<file path="config.mk">
export PLATFORM = sky130hd
export DESIGN_NAME = zuq_queue
export DESIGN_NICKNAME = d
export VERILOG_FILES = /design/src/sv/zuq_pkg.sv /design/src/sv/zuq_queue.sv
export SDC_FILE = /design/constraint.sdc
export NUM_CORES = 1
export LEC_CHECK = 0
export CAP_MARGIN = 20
export CORE_AREA = 3 3 124 126
export CTS_CLUSTER_SIZE = 40
export DETAILED_ROUTE_END_ITERATION = 12
export DIE_AREA = 0 0 127 129
export DONT_BUFFER_PORTS = 1
export REMOVE_ABC_BUFFERS = 1
export SETUP_SLACK_MARGIN = 0.02
export SLEW_MARGIN = 20
export SYNTH_ARGS = -nofsm -noshare
export SYNTH_HDL_FRONTEND = slang
export SYNTH_SLANG_ARGS = --single-unit
</file>
<file path="constraint.sdc">
create_clock -name i_clk -period 7.83 [get_ports i_clk]
set_input_delay 0.783 -clock i_clk [delete_from_list [all_inputs] [get_ports i_clk]]
set_output_delay 0.783 -clock i_clk [all_outputs]
set_load 0.1 [all_outputs]
</file>
<file path="src/sv/zuq_pkg.sv">
// Shared types and constants of the zooming uniform quantizer.
`default_nettype none
package zuq_pkg;

    typedef struct packed {
        logic               req_type;
        logic signed [31:0] sample;
        logic signed [31:0] decision_value;
    } t_in_item;

    typedef struct packed {
        logic signed [31:0] quantized;
        logic [1:0]         zoom_action;
        logic [31:0]        step_size;
        logic [47:0]        scale_now;
        logic signed [15:0] zoom_level_now;
        logic [31:0]        zoom_out_total;
        logic [31:0]        zoom_in_total;
    } t_out_item;

    // Classified request as it travels from the front end to the back end.
    typedef struct packed {
        logic        restart;
        logic        x_neg;
        logic [31:0] x_mag;
        logic [31:0] d_mag;
    } t_job;

    typedef struct packed {
        logic [4:0]  quant_bits;
        logic [31:0] full_scale;
        logic [17:0] shrink_factor;
        logic [17:0] grow_factor;
        logic [47:0] scale_floor;
        logic [47:0] scale_ceiling;
        logic [15:0] zoom_in_fraction;
        logic [15:0] dwell_steps;
    } t_cfg;

    localparam logic [1:0] ACT_NONE = 2'd0;
    localparam logic [1:0] ACT_OUT  = 2'd1;
    localparam logic [1:0] ACT_IN   = 2'd2;

    localparam logic [2:0] REG_QUANT_BITS   = 3'd0;
    localparam logic [2:0] REG_FULL_SCALE   = 3'd1;
    localparam logic [2:0] REG_SHRINK       = 3'd2;
    localparam logic [2:0] REG_GROW         = 3'd3;
    localparam logic [2:0] REG_FLOOR        = 3'd4;
    localparam logic [2:0] REG_CEILING      = 3'd5;
    localparam logic [2:0] REG_ZOOM_IN_FRAC = 3'd6;
    localparam logic [2:0] REG_DWELL        = 3'd7;

    localparam logic [4:0]  RST_QUANT_BITS = 5'd8;
    localparam logic [31:0] RST_FULL_SCALE = 32'd65536;
    localparam logic [17:0] RST_SHRINK     = 18'd32768;
    localparam logic [17:0] RST_GROW       = 18'd131072;
    localparam logic [47:0] RST_FLOOR      = 48'd17;
    localparam logic [47:0] RST_CEILING    = 48'd16777216000000;
    localparam logic [15:0] RST_ZI_FRAC    = 16'd6554;
    localparam logic [15:0] RST_DWELL      = 16'd5;

    localparam logic [47:0] SCALE_ONE   = 48'd16777216;
    localparam logic [4:0]  BITS_FALLBK = 5'd8;

    // Quotient bits of the step and magnitude divisions; larger results saturate.
    localparam int QUO_W  = 34;
    localparam int QDEPTH = 2;
    localparam int QAW    = $clog2(QDEPTH);

endpackage
`default_nettype wire

</file>
<file path="src/sv/zuq_queue.sv">
// Short job queue between the front end and the back end.
`default_nettype none
module zuq_queue (
    input  wire            i_clk,
    input  wire            i_rst_n,
    input  wire            i_wr_valid,
    output logic           o_wr_ready,
    input  zuq_pkg::t_job  i_wr_job,
    output logic           o_rd_valid,
    input  wire            i_rd_pop,
    output zuq_pkg::t_job  o_rd_job
);
    import zuq_pkg::*;

    t_job             r_mem [QDEPTH];
    logic [QAW-1:0]   r_wp;
    logic [QAW-1:0]   r_rp;
    logic [QAW:0]     r_cnt;
    logic             push;
    logic             pop;

    assign o_wr_ready = (r_cnt != (QAW+1)'(QDEPTH));
    assign o_rd_valid = (r_cnt != '0);
    assign o_rd_job   = r_mem[r_rp];
    assign push       = i_wr_valid && o_wr_ready;
    assign pop        = i_rd_pop && o_rd_valid;

    always_ff @(posedge i_clk) begin
        if (!i_rst_n) begin
            r_wp  <= '0;
            r_rp  <= '0;
            r_cnt <= '0;
        end else begin
            if (push) begin
                r_wp <= r_wp + 1'b1;
            end
            if (pop) begin
                r_rp <= r_rp + 1'b1;
            end
            if (push && !pop) begin
                r_cnt <= r_cnt + 1'b1;
            end else if (pop && !push) begin
                r_cnt <= r_cnt - 1'b1;
            end
        end
    end

    always_ff @(posedge i_clk) begin
        if (push) begin
            r_mem[r_wp] <= i_wr_job;
        end
    end

endmodule
`default_nettype wire

</file>
## Word level (Yosys, flattened, before mapping)

Memory sizes are Yosys's and may differ from the RTL's. A register that Yosys moved wholly into a read port is not among the register bits.
Cells that the tools add are included.

- $lt $le $gt $ge: 0
- Divide/modulo/power cells: 0
- Add/subtract/negate cells: 4
- Muxes and demuxes: 6
- Shift operators: 0
- Multipliers: 0
- Bitwise gates (word level): 0
- Reductions and logical operators: 8
- Equal/unequal tests: 1

Operators with widths:

| kind | count |
|---|---|
| logical AND 1 bit | 4 |
| two-way mux 1 bit | 4 |
| two-way mux 2 bit | 2 |
| nonzero test 2 bit | 2 |
| adder 1 bit, second input constant | 2 |
| adder 2 x 1 -> 2 bit, second input constant | 1 |
| zero test 1 bit | 2 |
| != test 2 bit, second input constant | 1 |
| subtractor 2 x 1 -> 2 bit, second input constant | 1 |

- RAM bits: 132
- Memories: 1
- Input bits: 70
- Flip-flop bits (word level): 4
- Output and inout bits: 68
- Word-level logic and storage cells: 23
- Bits in latches: 0
- Memory bits (read-only): 0

Memory list:

| name | words | bits a word | rd ports | clocked after Yosys merged registers in | wr ports | line | source |
|---|---|---|---|---|---|---|---|
| r_mem | 2 | 66 | 1 | 1 | 1 | zuq_queue.sv:15 | `t_job r_mem [QDEPTH];` |

## Longest topological paths before layout

- Depth in word-level cells: 6
- Depth in mapped cells: 6
- Depth with buffers taken out: 6

## Least setup slack after synthesis

Ideal clock, no wire load.

- Path type: register to register
- Start point: register r_cnt[0]
- End point: memory r_mem[1][0] (netlist bit) (enable)
- Library setup time: 0.432 ns
- Data arrival time: 2.403 ns
- Cell stages (with the launch flop): 3
- Data required time: 7.398 ns
- Setup slack: 4.996 ns
- Clock period less this slack: 2.834 ns
- Cell sequence: dfxtp_1 -> nand2b_4 -> and3_1

- Longest elaborated chain between the ends: 4

RTL lines:

| element | line | source |
|---|---|---|
| start: declaration | zuq_queue.sv:18 | `logic [QAW:0] r_cnt;` |
| start signal: assignment | zuq_queue.sv:41 | `r_cnt <= r_cnt + 1'b1;` |
| start signal: assignment | zuq_queue.sv:43 | `r_cnt <= r_cnt - 1'b1;` |
| != test 2 bit | zuq_queue.sv:22 | `assign o_wr_ready = (r_cnt != (QAW+1)'(QDEPTH));` |
| via o_wr_ready | zuq_queue.sv:7 | `output logic o_wr_ready,` |
| logical AND 1 bit | zuq_queue.sv:25 | `assign push = i_wr_valid && o_wr_ready;` |
| two-way mux 1 bit | zuq_queue.sv:49 | `if (push) begin` |
| two-way mux 1 bit (implied by the code) | zuq_queue.sv:50 | `r_mem[r_wp] <= i_wr_job;` |
| end: declaration | zuq_queue.sv:15 |  |

The timed path passes the listed nets, and every way through them passes these cells.

==> impl_metrics.csv <==
group,metric,value,unit
critical_path,end_kind,"output port",
cts,cts_setup_buffers,0,
critical_path,required,7.05,ns
global_route,grt_max_degree,67,
layout,multi_input_area,887,um2
place,routabilityCongestion,0.730,
cts,cts_resized,0,
routing,first_pass_iters,4,
floorplanning,dieHeight,129,um
sta,worst_slew_pin_slew,0.959,ns
critical_path,critical_path.slowest_cell,"dfxtp_4",
global_route,grt_pass1_wl,12800,um
routing,wl_per_cell,19.2,um
layout,diodes,0,
synthesis,avgSynthCellArea,21.9,um2
hold_path,hold_path_class,"in -> reg",
synthesis,ys_warn_count,0,
cts,cts_tree,"done",
floorplanning,die_w,127,um
layout,ff_latch_area,4070,um2
sta,setup_tns,0,ns
sta,finClkSkew,0.00421,ns
routing,via_count,2071,
sta,slew_viol_final,0,
place,dp_hpwl,5130,um
critical_path,worstPathMaxFanout,66,
sta,hold_viol_final,0,
critical_path,arrival,2.02,ns
routing,wl,8440,um
sta,fmax,356,MHz
critical_path,crit_path_end,"o_rd_job[51]",
global_route,grt_pass1_vias,2308,
sta,setup_violations,0,
critical_path,start_kind,"flop",
floorplanning,dieArea,16400,um2
global_route,antenna_found_initial,0,
synthesis,synth-seq-area-share,81.1,%
routing,drc,0,
cts,clk_path_buf_depth,2,
cts,cts_hold_buf,0,
layout,layout_commonest_cell,"edfxtp_1",
synthesis,synth_top_area_share,79.1,%
layout,mostFrequentLayoutCells,"edfxtp_1 (132), mux2_2 (66), clkbuf_16 (17), clkinv_2 (7)",
critical_path,r2r_end,"r_mem[0][5]$_DFFE_PP_",
place,portBuffers,0,
synthesis,synth_cells,229,
synthesis,ys_ff_latch,137,
synthesis,syn_area,5010,um2
critical_path,rr_startpoint,"r_cnt[0]$_SDFFE_PN0P_",
floorplanning,rows,44,
layout,nNetsFinal,313,
routing,initialDrtViolationCount,134,
critical_path,reg2reg_depth,4,
floorplanning,pin_count,138,
cts,root_buffer,"clkbuf_16",
floorplanning,core,14400,um2
synthesis,yosys.cell_types.count,21,
critical_path,path_depth,1,
layout,area_growth,14.8,%
routing,final_antenna_net_count,0,
layout,drive_gt1_share,39.6,%
critical_path,path_cells,"mux2_2",
critical_path,rrSetupSlack,5.70,ns
synthesis,synth_area_leaders,"edfxtp_1 (79%), mux2_2 (15%), dfxtp_1 (2.0%), buf_6 (0.90%), and2_1 (0.50%)",
cts,insertion_delay,0.41,ns
critical_path,critPathTopFamily,"flip-flops",
sta,finalCritPeriodShare,35.8,%
critical_path,critPathMaxStageDelay,0.92,ns
floorplanning,start_util,34.8,%
layout,nFillCells,1269,
run,cap_violations,0,
cts,cts_max_level,4,
sta,relSlewSlack,36.1,%
routing,drt-vias-per-instance,4.72,
sta,min_period,2.81,ns
global_route,track_usage,10.8,%
cts,cts_made_buffers,17,
global_route,grt-ovfl-total,0,
critical_path,worstSetupPathType,"reg -> out",
status,status,"completed",
sta,rsz0062_at_grt,"no",
critical_path,critPathBufInv,0,
cts,cts_sinks,137,
cts,clk_pin_slew,0.05,ns
synthesis,yosysTopAreaCell,"edfxtp_1",
how the worst min path moves through the flow:
stage                                      from                     end  slack (ns)  cells after the start
final                              i_wr_job[51]  r_mem[0][51]$_DFFE_PP_        0.47                      0
after detailed placement  r_cnt[1]$_SDFFE_PN0P_   r_cnt[1]$_SDFFE_PN0P_        0.58                      2
after global placement    r_cnt[1]$_SDFFE_PN0P_   r_cnt[1]$_SDFFE_PN0P_        0.53                      2
after CTS                          i_wr_job[29]  r_mem[1][29]$_DFFE_PP_        0.44                      0
after global routing               i_wr_job[37]  r_mem[1][37]$_DFFE_PP_        0.44                      0
after floorplan           r_cnt[1]$_SDFFE_PN0P_   r_cnt[1]$_SDFFE_PN0P_        0.51                      2
metal layers:
layer  vias to the layer above  track usage [%]  share of wire, %
met3                        10             7.80                12
met5                         -                0                 0
met1                      1038             11.3                36
li1                        932                -                 -
met4                         0             4.79               1.5
met2                        91             16.7                50
cell usage after synthesis:
cell / count
xnor2_1: 2
a21boi_0: 1
or2_2: 1
buf_6: 4
xor2_1: 1
ha_1: 1
mux2_2: 66
and2_1: 4
o21ai_0: 1
or3_1: 1
a21boi_1: 1
nand2b_4: 1
inv_1: 1
o21ai_1: 1
buf_2: 2
nand3b_1: 1
edfxtp_1: 132
and3_1: 1
dfxtp_1: 5
a21bo_2: 1
buf_4: 1
registers in the layout (all words and copies together), names as in the netlist, named ones only:
name	cells
r_cnt	2
r_mem	132
r_rp	1
r_wp	1
stage by stage:
stage          util [%]  instance area (um2)  instances  setup WS (ns)  hold WS (ns)
3_5_place_dp       36.0                 5200        407           5.37         0.581
6_report           39.9                 5750        439           5.02         0.470
5_1_grt            39.9                 5750        439           4.86         0.436
4_1_cts            39.9                 5750        439           4.92         0.442
3_3_place_gp       36.0                 5200        407           5.40         0.526
2_1_floorplan         -                 4950        222           4.59         0.512
area by class of cell:
cell class / count / share of cell area, %
clock buffer: 22 / 7.89
tap: 184 / 4.00
multi-input combinational: 84 / 15.4
clock inverter: 10 / 1.80
inverter: 1 / 0.0652
sequential: 137 / 70.7
timing repair buffer: 1 / 0.130
cells by family after synthesis:
family	synth area share, %
mux	14.8
flops	81.1
compound gates	0.699
simple gates	1.30
fa+ha+maj	0.250
xor+xnor	0.524
buf+inv	1.32
Power is not shown: default switching activity piles up to over one toggle a cycle in this logic, so the estimate is an artifact.
