**src/sv/zuq_pkg.sv**
```systemverilog
// Shared types and constants of the zooming uniform quantizer.
`default_nettype none
package zuq_pkg;

    typedef struct packed {
        logic               req_type;
        logic signed [31:0] sample;
        logic signed [31:0] decision_value;
    } t_in_item;

    typedef struct packed {
        logic signed [31:0] quantized;
        logic [1:0]         zoom_action;
        logic [31:0]        step_size;
        logic [47:0]        scale_now;
        logic signed [15:0] zoom_level_now;
        logic [31:0]        zoom_out_total;
        logic [31:0]        zoom_in_total;
    } t_out_item;

    // Classified request as it travels from the front end to the back end.
    typedef struct packed {
        logic        restart;
        logic        x_neg;
        logic [31:0] x_mag;
        logic [31:0] d_mag;
    } t_job;

    typedef struct packed {
        logic [4:0]  quant_bits;
        logic [31:0] full_scale;
        logic [17:0] shrink_factor;
        logic [17:0] grow_factor;
        logic [47:0] scale_floor;
        logic [47:0] scale_ceiling;
        logic [15:0] zoom_in_fraction;
        logic [15:0] dwell_steps;
    } t_cfg;

    localparam logic [1:0] ACT_NONE = 2'd0;
    localparam logic [1:0] ACT_OUT  = 2'd1;
    localparam logic [1:0] ACT_IN   = 2'd2;

    localparam logic [2:0] REG_QUANT_BITS   = 3'd0;
    localparam logic [2:0] REG_FULL_SCALE   = 3'd1;
    localparam logic [2:0] REG_SHRINK       = 3'd2;
    localparam logic [2:0] REG_GROW         = 3'd3;
    localparam logic [2:0] REG_FLOOR        = 3'd4;
    localparam logic [2:0] REG_CEILING      = 3'd5;
    localparam logic [2:0] REG_ZOOM_IN_FRAC = 3'd6;
    localparam logic [2:0] REG_DWELL        = 3'd7;

    localparam logic [4:0]  RST_QUANT_BITS = 5'd8;
    localparam logic [31:0] RST_FULL_SCALE = 32'd65536;
    localparam logic [17:0] RST_SHRINK     = 18'd32768;
    localparam logic [17:0] RST_GROW       = 18'd131072;
    localparam logic [47:0] RST_FLOOR      = 48'd17;
    localparam logic [47:0] RST_CEILING    = 48'd16777216000000;
    localparam logic [15:0] RST_ZI_FRAC    = 16'd6554;
    localparam logic [15:0] RST_DWELL      = 16'd5;

    localparam logic [47:0] SCALE_ONE   = 48'd16777216;
    localparam logic [4:0]  BITS_FALLBK = 5'd8;

    // Quotient bits of the step and magnitude divisions; larger results saturate.
    localparam int QUO_W  = 34;
    localparam int QDEPTH = 2;
    localparam int QAW    = $clog2(QDEPTH);

endpackage
`default_nettype wire

```
**src/sv/zuq_front.sv**
```systemverilog
// Front end: takes request beats and turns them into sign and magnitude jobs.
`default_nettype none
module zuq_front (
    input  wire                 i_clk,
    input  wire                 i_rst_n,
    input  wire                 i_in_valid,
    output logic                o_in_ready,
    input  zuq_pkg::t_in_item   i_in_item,
    output logic                o_job_valid,
    output zuq_pkg::t_job       o_job,
    input  wire                 i_job_ready
);
    import zuq_pkg::*;

    logic r_valid;
    t_job r_job;
    t_job n_job;

    assign o_in_ready  = !r_valid || i_job_ready;
    assign o_job_valid = r_valid;
    assign o_job       = r_job;

    always_comb begin
        n_job.restart = i_in_item.req_type;
        n_job.x_neg   = i_in_item.sample[31];
        n_job.x_mag   = i_in_item.sample[31] ? (~i_in_item.sample + 32'd1) : i_in_item.sample;
        n_job.d_mag   = i_in_item.decision_value[31] ?
                        (~i_in_item.decision_value + 32'd1) : i_in_item.decision_value;
    end

    always_ff @(posedge i_clk) begin
        if (!i_rst_n) begin
            r_valid <= 1'b0;
        end else if (o_in_ready) begin
            r_valid <= i_in_valid;
        end
    end

    always_ff @(posedge i_clk) begin
        if (o_in_ready && i_in_valid) begin
            r_job <= n_job;
        end
    end

endmodule
`default_nettype wire

```
**config.mk**
```make
export PLATFORM = sky130hd
export DESIGN_NAME = zuq_front
export DESIGN_NICKNAME = d
export VERILOG_FILES = /design/src/sv/zuq_pkg.sv /design/src/sv/zuq_front.sv
export SDC_FILE = /design/constraint.sdc
export NUM_CORES = 1
export LEC_CHECK = 0
export BUFFER_PORTS_ARGS = -buffer_cell sky130_fd_sc_hd__buf_2
export CAP_MARGIN = 20
export CORE_MARGIN = 5
export CORE_UTILIZATION = 44
export CTS_CLUSTER_SIZE = 10
export DETAILED_ROUTE_END_ITERATION = 16
export HOLD_SLACK_MARGIN = 0.02
export PLACE_DENSITY = 0.76
export SLEW_MARGIN = 20
export SYNTH_ARGS = -nofsm -noshare
export SYNTH_HDL_FRONTEND = slang
export SYNTH_SLANG_ARGS = --single-unit
```
**constraint.sdc**
```tcl
create_clock -name i_clk -period 2.4 [get_ports i_clk]
set_input_delay 0.48 -clock i_clk [delete_from_list [all_inputs] [get_ports i_clk]]
set_output_delay 0.48 -clock i_clk [all_outputs]
set_load 0.01 [all_outputs]
```
; ---- Yosys cells after proc, flatten, opt, wreduce, memory -nomap -nowiden
; Cells that the tools add are included.
[word_totals]
wordCells = 16
reg_bits = 67
[op_classes]
addsub = 2
n_mux = 2
n_reduce_logical = 3
bitwise_logic = 2
[op_table]
columns = cell, count
row1 = 32-bit by 1-bit adder with 32-bit output (second input constant), 2
row2 = 32-bit NOT, 2
row3 = 31-bit two-way mux, 2
row4 = 1-bit logical AND, 1
row5 = 1-bit zero test, 1
row6 = 1-bit logical OR, 1

; ---- Logic depth before layout (Yosys ltp)
; Gate-level depths: netlist of the first run.
[depth]
ltp_word = 3
mapped_depth = 7
mapped_depth_nobuf = 6

; ---- Worst setup path after synthesis of the first run
; Ideal clock, no wire load.
[synth_path]
path_kind = input -> register
from = input i_job_ready
to = register r_job (netlist bit o_job[0]) (enable)
stages = 2
t_arrival_ns = 2.239
path_slack_ns = -0.270
t_required_ns = 1.969
n_path_buf = 0
cell_sequence = nand2b_1 -> and2_1
[synth_between]
elab_chain_len = 2
[synth_rtl]
columns = item, line
row1 = "start, declared", zuq_front.sv:11  ; input wire i_job_ready
row2 = 1-bit logical OR, zuq_front.sv:19  ; assign o_in_ready = !r_valid || i_job_ready;
row3 = 1-bit logical AND, zuq_front.sv:40  ; if (o_in_ready && i_in_valid) begin
row4 = "end signal, assigned", zuq_front.sv:41  ; r_job <= n_job;
row5 = "end, declared", zuq_front.sv:16  ; t_job r_job;
; Every way passes these cells.
; A chain may end at the register's enable or synchronous reset.

==> results.py, run 1 <==
metrics = {
    "yosys": {
        "yosysWarnings": 0,
        "avgSynthCellArea_um2": 12.6,
        "syn-instance-count": 276,
        "synth_top_area_share_pct": 56.8,
        "ys_top_cells_by_area": "edfxtp_1 (57%), xnor2_1 (13%), o31ai_1 (3.4%), o41ai_1 (3.3%), o41ai_2 (2.3%)",
        "synth_area_um2": 3490,
        "ys_seq_area_share_pct": 57.3,
        "ys_ff_latch": 67,
        "synth_top_cell_by_area": "edfxtp_1",
        "async_flop_share_pct": 0,
        "synth_edf_count": 66,
        "synth_fp_nets": 349,
        "synth_ff_type": "edfxtp_1",
        "yosysUniqueCellTypes": 35,
    },
    "timing": {
        "grt_setup_unrepaired": "false",
        "fin_ws_ps": 181,
        "min_period_over_period_pct": 92.4,
        "min_period_ps": 2220,
        "fin_skew_ps": 5.90,
        "slew_violations": 0,
        "worstMarginPinSlew_ps": 494,
        "hold_slack_ps": 328,
        "fmax_mhz": 451,
        "setup_viol": 0,
        "finalHoldViolations": 0,
        "relSlewSlack_pct": 67.1,
    },
    "critical_path": {
        "cp_max_fo": 6,
        "crit_path_end_kind": "flop",
        "crit_required_ps": 2480,
        "worstSetupStartpointType": "input pin",
        "crit_type": "input pin to flop",
        "cp_slowest_cell": "or4_1",
        "crit_chain": "buf_2, or4_4, or4_1, o41ai_2, xnor2_1",
        "cpPeakStageDelay_ps": 680,
        "worstPathArrival_ps": 2300,
    },
    "run": {
        "drv_cap": 0,
    },
    "route": {
        "vias": 2832,
        "routed_via_density": 5.28,
        "drt_iter0_markers": 57,
        "routed_wl_um": 8460,
        "drt_pass1_iterations": 4,
        "antenna_left": 0,
        "drc": 0,
        "routedWlPerCell_um": 15.8,
    },
    "layout": {
        "drive_gt1_share_pct": 41.2,
        "final_common_cell": "buf_2",
        "final_cell_mix": "buf_2 (136), edfxtp_1 (66), xnor2_1 (52)",
        "area_delta_synth_final_pct": 31.2,
        "antenna_cells": 0,
        "nNetsFinal": 502,
        "fillers": 649,
        "instances_no_fill": 536,
        "fin_area_um2": 4580,
    },
    "global_routing": {
        "antenna_found_initial": 0,
        "grt_max_degree": 67,
        "grt_pass1_wl_um": 13500,
        "grt_pass1_vias": 2927,
        "grt_overflow": 0,
        "gr-usage-met1_pct": 19.0,
        "met3_usage_pct": 4.18,
        "use_met2_pct": 31.3,
        "busiest_layer": "met2",
        "grt_use_total_pct": 17.1,
    },
    "cts": {
        "ctsHtreeMaxLevel": 3,
        "cts-hold-fix-buffers": 0,
        "tritoncts": "built",
        "cts.clk_slew.worst_paths_ps": 70,
        "cts_setup_buffers": 0,
        "cts-root-buf": "clkbuf_8",
        "cts_sinks": 67,
        "worstSkewPairLatency_ps": 330,
        "cts_inserted_buffers": 9,
        "cts_resized": 0,
        "clockBufferDepth": 2,
    },
    "die": {
        "core-area_um2": 7730,
        "start_util_pct": 45.2,
        "row_count": 32,
        "io-pin-count": 137,
        "die_x_um": 99.1,
        "die_h_um": 99.1,
        "die_area_um2": 9810,
    },
    "placed_design": {
        "routabilityCongestion": 0.831,
        "io_buffers": 136,
        "dp.cells": 520,
        "placed_cell_area_um2": 4390,
        "post-dp-hpwl_um": 6560,
        "place_ws_ps": -167,
    },
    "power": {
        "power.density_nw_per_um2": 613,
        "p_leak_nw": 1.77,
        "power_w": 0.00281,
        "vdd_drop_max_mv": 0.290,
    },
    "min_path": {
        "hold_class": "input pin to flop",
    },
    "run_status": {
        "status": "finished, final reports clean",
    },
}
==> report_power, final <==
group / switching (W) / internal (W) / leakage [nW]
clock: 0.000398 / 0.000506 / 0.0974
combinational: 0.000265 / 0.000211 / 1.02
sequential: 0.0000204 / 0.00141 / 0.648
==> cells in the mapped netlist, types with 6 or more instances <==
master	count
edfxtp_1	66
xnor2_1	52
o31ai_1	16
nand2_1	14
o41ai_1	13
o21ai_0	12
inv_1	9
nor2_1	9
nor4_1	9
nor3_1	8
clkbuf_1	7
nand2b_1	6
or3_1	6
xor2_1	6
==> registers in the layout (all words and copies together), names as in the netlist <==
signal,count
o_job,66
o_job_valid,1
==> path summary, 6_finish.rpt <==
check	startpoint	endpoint	slack [ps]	cells after the start
setup / recovery	i_in_item[5]	o_job[18]$_DFFE_PP_	180	5
hold / removal	i_in_item[64]	o_job[65]$_DFFE_PP_	330	1
setup reg to reg	o_job_valid$_SDFFE_PN0N_	o_job[46]$_DFFE_PP_	1130	3
hold reg to reg	o_job_valid$_SDFFE_PN0N_	o_job_valid$_SDFFE_PN0N_	530	2
==> cells by family after synthesis <==
| kind of cell | synth area share, % |
|---|---|
| AOI/OAI and AO/OA | 12.4 |
| xor gates and xnor gates | 14.6 |
| adders and majority gates | 1.43 |
| buffers and inverters | 2.40 |
| DFF | 57.3 |
| and+or+nand+nor | 11.8 |
==> routing by layer <==
layer	up-vias	routed length, um
met1	1333	3280
met4	0	116
met3	12	703
li1	1369	-
met5	-	0
met2	118	4360
==> worst max-delay path, delay by kind of cell <==
kind	cells	cell delay, ps
AOI/OAI and AO/OA	1	360
and+or+nand+nor	2	1220
buffers and inverters	1	110
xor gates and xnor gates	1	110
==> metrics by stage <==
step	utilization, %	setup TNS [ps]
after floorplan	-	0
after global placement	56.8	-233
after detailed placement	56.8	-906
after CTS	59.3	0
after global routing	59.3	0
final	59.3	0
==> cell type report <==
cell class              instances  area (um2)  area share, %
multi-input cells             189        1410           30.7
well taps                     102         128           2.79
repair buffers                153         821           17.9
flip-flops and latches         67        2000           43.7
inverters                       9        33.8          0.738
clock inverters                 3        40.0          0.874
clock buffers                  13         149           3.25
Power figures use the tool's default switching activity.
==> inputs of run 2 (changes only) <==
--- a/config.mk
+++ b/config.mk
@@ -8,11 +8,11 @@
 export BUFFER_PORTS_ARGS = -buffer_cell sky130_fd_sc_hd__buf_2
 export CAP_MARGIN = 20
 export CORE_MARGIN = 5
-export CORE_UTILIZATION = 44
+export CORE_UTILIZATION = 50
 export CTS_CLUSTER_SIZE = 10
 export DETAILED_ROUTE_END_ITERATION = 16
 export HOLD_SLACK_MARGIN = 0.02
-export PLACE_DENSITY = 0.76
+export PLACE_DENSITY = 0.82
 export SLEW_MARGIN = 20
 export SYNTH_ARGS = -nofsm -noshare
 export SYNTH_HDL_FRONTEND = slang
==> constraint.sdc (replaced) <==
create_clock -name i_clk -period 2.8 [get_ports i_clk]
set_input_delay 0.56 -clock i_clk [delete_from_list [all_inputs] [get_ports i_clk]]
set_output_delay 0.56 -clock i_clk [all_outputs]
set_load 0.01 [all_outputs]
==> run 2 against run 1 <==
Clock skew increased by 2.0 ps. Global-route usage increased by 1.4 points. Clock-buffer cell count decreased by 3. Via count about the same. Sequential share of layout area increased by 0.77 points. Non-clock buffer count decreased by 12. Critical path depth unchanged. Sequential power decreased by 15%. Total power decreased by 12%. Cell area decreased by 1.7%.
==> results.py, run 2 (synthesized netlist as in run 1, its figures left out) <==
metrics = {
    "run_status": {
        "status": "finished, final reports clean",
    },
    "timing": {
        "min_period_ps": 2280,
        "slew_violations": 0,
        "worstMarginPinSlew_ps": 595,
        "finalHoldViolations": 0,
        "grt_setup_unrepaired": "false",
        "fmax_mhz": 438,
        "relSlewSlack_pct": 60.0,
        "setup_viol": 0,
        "fin_ws_ps": 518,
        "min_period_over_period_pct": 81.5,
        "tns_ps": 0,
        "fin_skew_ps": 7.90,
    },
    "cts": {
        "cts.clk_slew.worst_paths_ps": 70,
        "cts_sinks": 67,
        "clockBufferDepth": 2,
        "cts_resized": 0,
        "cts_setup_buffers": 0,
        "cts-hold-fix-buffers": 0,
        "cts_inserted_buffers": 9,
        "tritoncts": "built",
        "cts-root-buf": "clkbuf_8",
        "ctsHtreeMaxLevel": 3,
        "worstSkewPairLatency_ps": 340,
    },
    "global_routing": {
        "grt_pass1_wl_um": 12800,
        "busiest_layer": "met2",
        "use_met2_pct": 31.3,
        "gr-usage-met1_pct": 22.2,
        "grt_overflow": 0,
        "grt_use_total_pct": 18.5,
        "grt_pass1_vias": 2726,
        "met3_usage_pct": 6.03,
        "antenna_found_initial": 0,
        "grt_max_degree": 67,
    },
    "layout": {
        "instances_no_fill": 518,
        "largest_register_ffs": 66,
        "drive_gt1_share_pct": 39.6,
        "area_delta_synth_final_pct": 28.9,
        "final_cell_mix": "buf_2 (136), edfxtp_1 (66), xnor2_1 (52)",
        "antenna_cells": 0,
        "final_common_cell": "buf_2",
        "nNetsFinal": 490,
        "utilization_pct": 66.2,
    },
    "route": {
        "routed_via_density": 5.47,
        "routed_wl_um": 8120,
        "routedWlPerCell_um": 15.7,
        "vias": 2833,
        "antenna_left": 0,
        "drc": 0,
        "drt_pass1_iterations": 5,
        "drt_iter0_markers": 97,
    },
    "critical_path": {
        "cpPeakStageDelay_ps": 670,
        "crit_path_end_kind": "flop",
        "worstPathArrival_ps": 2360,
        "crit_chain": "buf_2, or4_4, or4_1, o41ai_2, xnor2_1",
        "cp_max_fo": 6,
        "worstSetupStartpointType": "input pin",
        "crit_required_ps": 2880,
        "cp_slowest_cell": "or4_1",
        "crit_type": "input pin to flop",
    },
    "die": {
        "row_count": 30,
        "die_h_um": 93.6,
        "io-pin-count": 137,
        "die_x_um": 93.6,
        "start_util_pct": 51.4,
        "core-area_um2": 6790,
        "die_area_um2": 8750,
    },
    "placed_design": {
        "io_buffers": 136,
        "post-dp-hpwl_um": 6010,
        "routabilityCongestion": 0.822,
        "dp.cells": 502,
        "place_ws_ps": 194,
    },
    "min_path": {
        "hold_class": "input pin to flop",
    },
    "run": {
        "drv_cap": 0,
    },
    "power": {
        "power.density_nw_per_um2": 547,
        "p_leak_nw": 1.71,
        "power_w": 0.00246,
        "vdd_drop_max_mv": 0.276,
    },
}
==> run 2: routing by layer <==
metal | up-vias | part of all wire (%)
li1 | 1346 | -
met1 | 1348 | 38
met2 | 131 | 51
met3 | 8 | 9.5
met4 | 0 | 1.0
met5 | - | 0
==> run 2: critical path: cells and delay by family <==
kind                   cells  cell delay [ps]
AND/OR/NAND/NOR            2             1210
XOR/XNOR                   1              100
buffers and inverters      1              120
AO/OA/AOI/OAI              1              370
==> run 2: final cells by class <==
class,count,area (um2)
Tap cell,96,120
Inverter,9,33.8
Clock inverter,6,80.1
Timing Repair Buffer,141,731
Multi-Input combinational cell,189,1410
Clock buffer,10,128
Fill cell,513,2290
Sequential cell,67,2000
==> run 2: path summary, 6_finish.rpt <==
path / startpoint / endpoint / slack (ps) / cells after the start
max: i_in_item[5] / o_job[18]$_DFFE_PP_ / 520 / 5
max reg2reg: o_job_valid$_SDFFE_PN0N_ / o_job[50]$_DFFE_PP_ / 1560 / 3
min: i_in_item[64] / o_job[65]$_DFFE_PP_ / 400 / 1
min reg2reg: o_job_valid$_SDFFE_PN0N_ / o_job_valid$_SDFFE_PN0N_ / 520 / 2
==> run 2: stage by stage <==
step	instance area, um2	hold slack (ps)
3_5_place_dp	4290	511
5_1_grt	4500	376
4_1_cts	4500	384
2_1_floorplan	3490	610
3_3_place_gp	4290	496
6_report	4500	401
==> run 2: where the power goes <==
| part | total, W | internal [W] | switching [W] |
|---|---|---|---|
| clock | 0.000846 | 0.000494 | 0.000352 |
| combinational | 0.000395 | 0.000172 | 0.000223 |
| sequential | 0.00122 | 0.00121 | 0.0000170 |
| total | 0.00246 | 0.00187 | 0.000592 |
==> inputs of run 3 (changes only) <==
--- a/config.mk
+++ b/config.mk
@@ -5,6 +5,7 @@
 export SDC_FILE = /design/constraint.sdc
 export NUM_CORES = 1
 export LEC_CHECK = 0
+export ABC_AREA = 1
 export BUFFER_PORTS_ARGS = -buffer_cell sky130_fd_sc_hd__buf_2
 export CAP_MARGIN = 20
 export CORE_MARGIN = 5
@@ -12,7 +13,7 @@
 export CTS_CLUSTER_SIZE = 10
 export DETAILED_ROUTE_END_ITERATION = 16
 export HOLD_SLACK_MARGIN = 0.02
-export PLACE_DENSITY = 0.82
+export PLACE_DENSITY = 0.79
 export SLEW_MARGIN = 20
 export SYNTH_ARGS = -nofsm -noshare
 export SYNTH_HDL_FRONTEND = slang
==> constraint.sdc (replaced) <==
create_clock -name i_clk -period 2.2 [get_ports i_clk]
set_input_delay 0.44 -clock i_clk [delete_from_list [all_inputs] [get_ports i_clk]]
set_output_delay 0.44 -clock i_clk [all_outputs]
set_load 0.01 [all_outputs]
==> run 3 against run 2 <==
Sequential power increased by 27%. Cell area is 14% higher. Largest cell class unchanged. Die area up 16%.
==> results.py, run 3 <==
metrics = {
    "power": {
        "p_switching_w": 0.000878,
        "p_int_w": 0.00227,
        "vdd_drop_max_mv": 0.352,
        "p_leak_nw": 2.31,
        "power.density_nw_per_um2": 613,
        "power.share.sequential_pct": 49.3,
        "power_frac_comb_pct": 19.2,
        "swShare_pct": 27.9,
        "clock_power_share_pct": 31.5,
        "power_w": 0.00315,
    },
    "cts": {
        "cts.clk_slew.worst_paths_ps": 70,
        "cts_inserted_buffers": 9,
        "worstSkewPairLatency_ps": 340,
        "cts-hold-fix-buffers": 0,
        "cts-root-buf": "clkbuf_8",
        "tritoncts": "built",
        "cts_sinks": 67,
        "cts_resized": 0,
        "clockBufferDepth": 2,
        "ctsHtreeMaxLevel": 3,
        "cts_setup_buffers": 0,
    },
    "die": {
        "core-area_um2": 8130,
        "io-pin-count": 137,
        "row_count": 33,
        "die_area_um2": 10200,
        "die_x_um": 101,
        "die_h_um": 101,
        "start_util_pct": 50.7,
    },
    "timing": {
        "min_period_over_period_pct": 64.7,
        "worstMarginPinSlew_ps": 354,
        "grt_setup_unrepaired": "false",
        "setup_viol": 0,
        "finalHoldViolations": 0,
        "fin_ws_ps": 777,
        "slew_violations": 0,
        "min_period_ps": 1420,
        "fmax_mhz": 703,
        "fin_skew_ps": 5.27,
        "tns_ps": 0,
        "relSlewSlack_pct": 76.4,
    },
    "yosys": {
        "synth_area_um2": 4120,
        "synth_top_family_by_area": "simple AND/OR/NAND/NOR gates",
        "synthAdderAreaFrac_pct": 1.21,
        "synth_top_cell_by_area": "edfxtp_1",
        "synth_fp_nets": 582,
        "synth_compound_area_share_pct": 3.94,
        "syn-instance-count": 509,
        "yosysUniqueCellTypes": 26,
        "synth_edf_count": 66,
        "synth_xor_area_share_pct": 5.95,
        "yosys-mux-area-fraction_pct": 0,
        "async_flop_share_pct": 0,
        "yosysMostFrequentCell": "nand2_1",
        "ys_top_cells_by_area": "edfxtp_1 (48%), nand2_1 (16%), nor2_1 (7.4%), nand3_1 (4.2%), inv_1 (4.0%)",
        "synthTopCellsByCount": "nand2_1 (175), nor2_1 (81), edfxtp_1 (66)",
        "ys_ff_latch": 67,
        "avgSynthCellArea_um2": 8.10,
        "ys_seq_area_share_pct": 48.5,
        "synth_top_area_share_pct": 48.1,
        "synth_ff_type": "edfxtp_1",
        "synthSimpleGateAreaFrac_pct": 35.3,
        "yosysWarnings": 0,
    },
    "critical_path": {
        "crit_path_end_kind": "flop",
        "crit_chain": "buf_2, inv_1, ha_1, nand3_1, inv_1, nand2_1, nand2_1, nand2_1, nand2_1, nand2_1",
        "cp_common_cell": "nand2_1",
        "cpPeakStageDelay_ps": 180,
        "crit_required_ps": 2270,
        "worstPathArrival_ps": 1500,
        "worstSetupStartpointType": "input pin",
        "cp_max_fo": 3,
        "cp_slowest_cell": "ha_1",
        "crit_type": "input pin to flop",
    },
    "placed_design": {
        "dp.cells": 747,
        "post-dp-hpwl_um": 8840,
        "routabilityCongestion": 0.962,
        "place_ws_ps": 453,
        "io_buffers": 136,
    },
    "layout": {
        "fillers": 767,
        "instances_no_fill": 763,
        "largest_register_ffs": 66,
        "utilization_pct": 63.1,
        "nNetsFinal": 726,
        "drive_gt1_share_pct": 28.9,
        "final_cell_mix": "nand2_1 (175), buf_2 (136), nor2_1 (81)",
        "final_common_cell": "nand2_1",
        "area_delta_synth_final_pct": 24.5,
        "antenna_cells": 0,
    },
    "route": {
        "drc": 0,
        "antenna_left": 0,
        "drt_pass1_iterations": 5,
        "vias": 3843,
        "routed_wl_um": 11000,
        "wl_met3_um": 808,
        "highest-signal-layer": "met4",
        "wl_met2_um": 5010,
        "drt_iter0_markers": 144,
        "routed_via_density": 5.04,
        "routedWlPerCell_um": 14.4,
        "wl_met1_um": 4910,
    },
    "global_routing": {
        "grt_pass1_wl_um": 17700,
        "antenna_found_initial": 0,
        "grt_pass1_vias": 3668,
        "grt_overflow": 0,
        "grt_max_degree": 67,
        "grt_use_total_pct": 22.2,
    },
    "run": {
        "drv_cap": 0,
    },
    "run_status": {
        "status": "finished, final reports clean",
    },
    "min_path": {
        "hold_class": "input pin to flop",
    },
}
-- run 3: changes by cell type in the layout (fill, tap and decap cells not counted), sizes merged, moves of 18 or more --
cell | before | now
xnor2 | 52 | 18
nand3 | 4 | 36
nand2 | 14 | 181
nor2 | 9 | 103
inv | 9 | 46
o41ai | 18 | 0
-- run 3: final timing paths --
path | start | end | slack [ps] | depth (start not counted)
setup / recovery | i_in_item[0] | o_job[30]$_DFFE_PP_ | 780 | 10
hold / removal | i_in_item[64] | o_job[65]$_DFFE_PP_ | 290 | 1
setup reg to reg | o_job_valid$_SDFFE_PN0N_ | o_job[20]$_DFFE_PP_ | 970 | 2
hold reg to reg | o_job_valid$_SDFFE_PN0N_ | o_job_valid$_SDFFE_PN0N_ | 560 | 2
-- run 3: area by class of cell --
type | instances | area (um2) | area share [%]
well taps | 105 | 131 | 2.56
inverters | 46 | 175 | 3.41
multi-input cells | 390 | 1920 | 37.5
clock buffers | 11 | 131 | 2.56
flip-flops and latches | 67 | 2000 | 39.0
clock inverters | 5 | 53.8 | 1.05
repair buffers | 139 | 716 | 13.9
-- run 3: critical path, delay by kind of cell --
family | cells | cell delay, ps
adders and majority gates | 1 | 180
buffers and inverters | 3 | 320
and+or+nand+nor | 6 | 560
-- run 3: through the flow --
step           hold WS [ps]  area [um2]
6_report                285        5130
5_1_grt                 277        5130
4_1_cts                 270        5130
3_5_place_dp            558        4950
3_3_place_gp            530        4950
2_1_floorplan           539        4140
-- run 3: power by group through the flow --
stage	combinational [W]	sequential, W	clock, W
3_3_place_gp	0.000591	0.00158	0
5_1_grt	0.000670	0.00156	0.00107
4_1_cts	0.000606	0.00155	0.00101
3_5_place_dp	0.000604	0.00158	0
6_report	0.000603	0.00155	0.000992
2_1_floorplan	0.000285	0.00163	0
-- run 3: cell families (layout without fill, tap and decap cells) --
| group | count (synthesis) | in the layout |
|---|---|---|
| flip-flops | 67 | 67 |
| AND/OR/NAND/NOR | 332 | 332 |
| AO/OA/AOI/OAI | 26 | 26 |
| adder cells (fa/ha/maj) | 4 | 4 |
| XOR/XNOR | 28 | 28 |
| buffers and inverters | 52 | 201 |
-- run 3: per-layer routing --
layer | GRT usage, % | vias to the layer above
li1 | - | 1929
met1 | 31.8 | 1733
met4 | 7.67 | 0
met2 | 34.5 | 163
met3 | 3.11 | 18
met5 | 0 | -
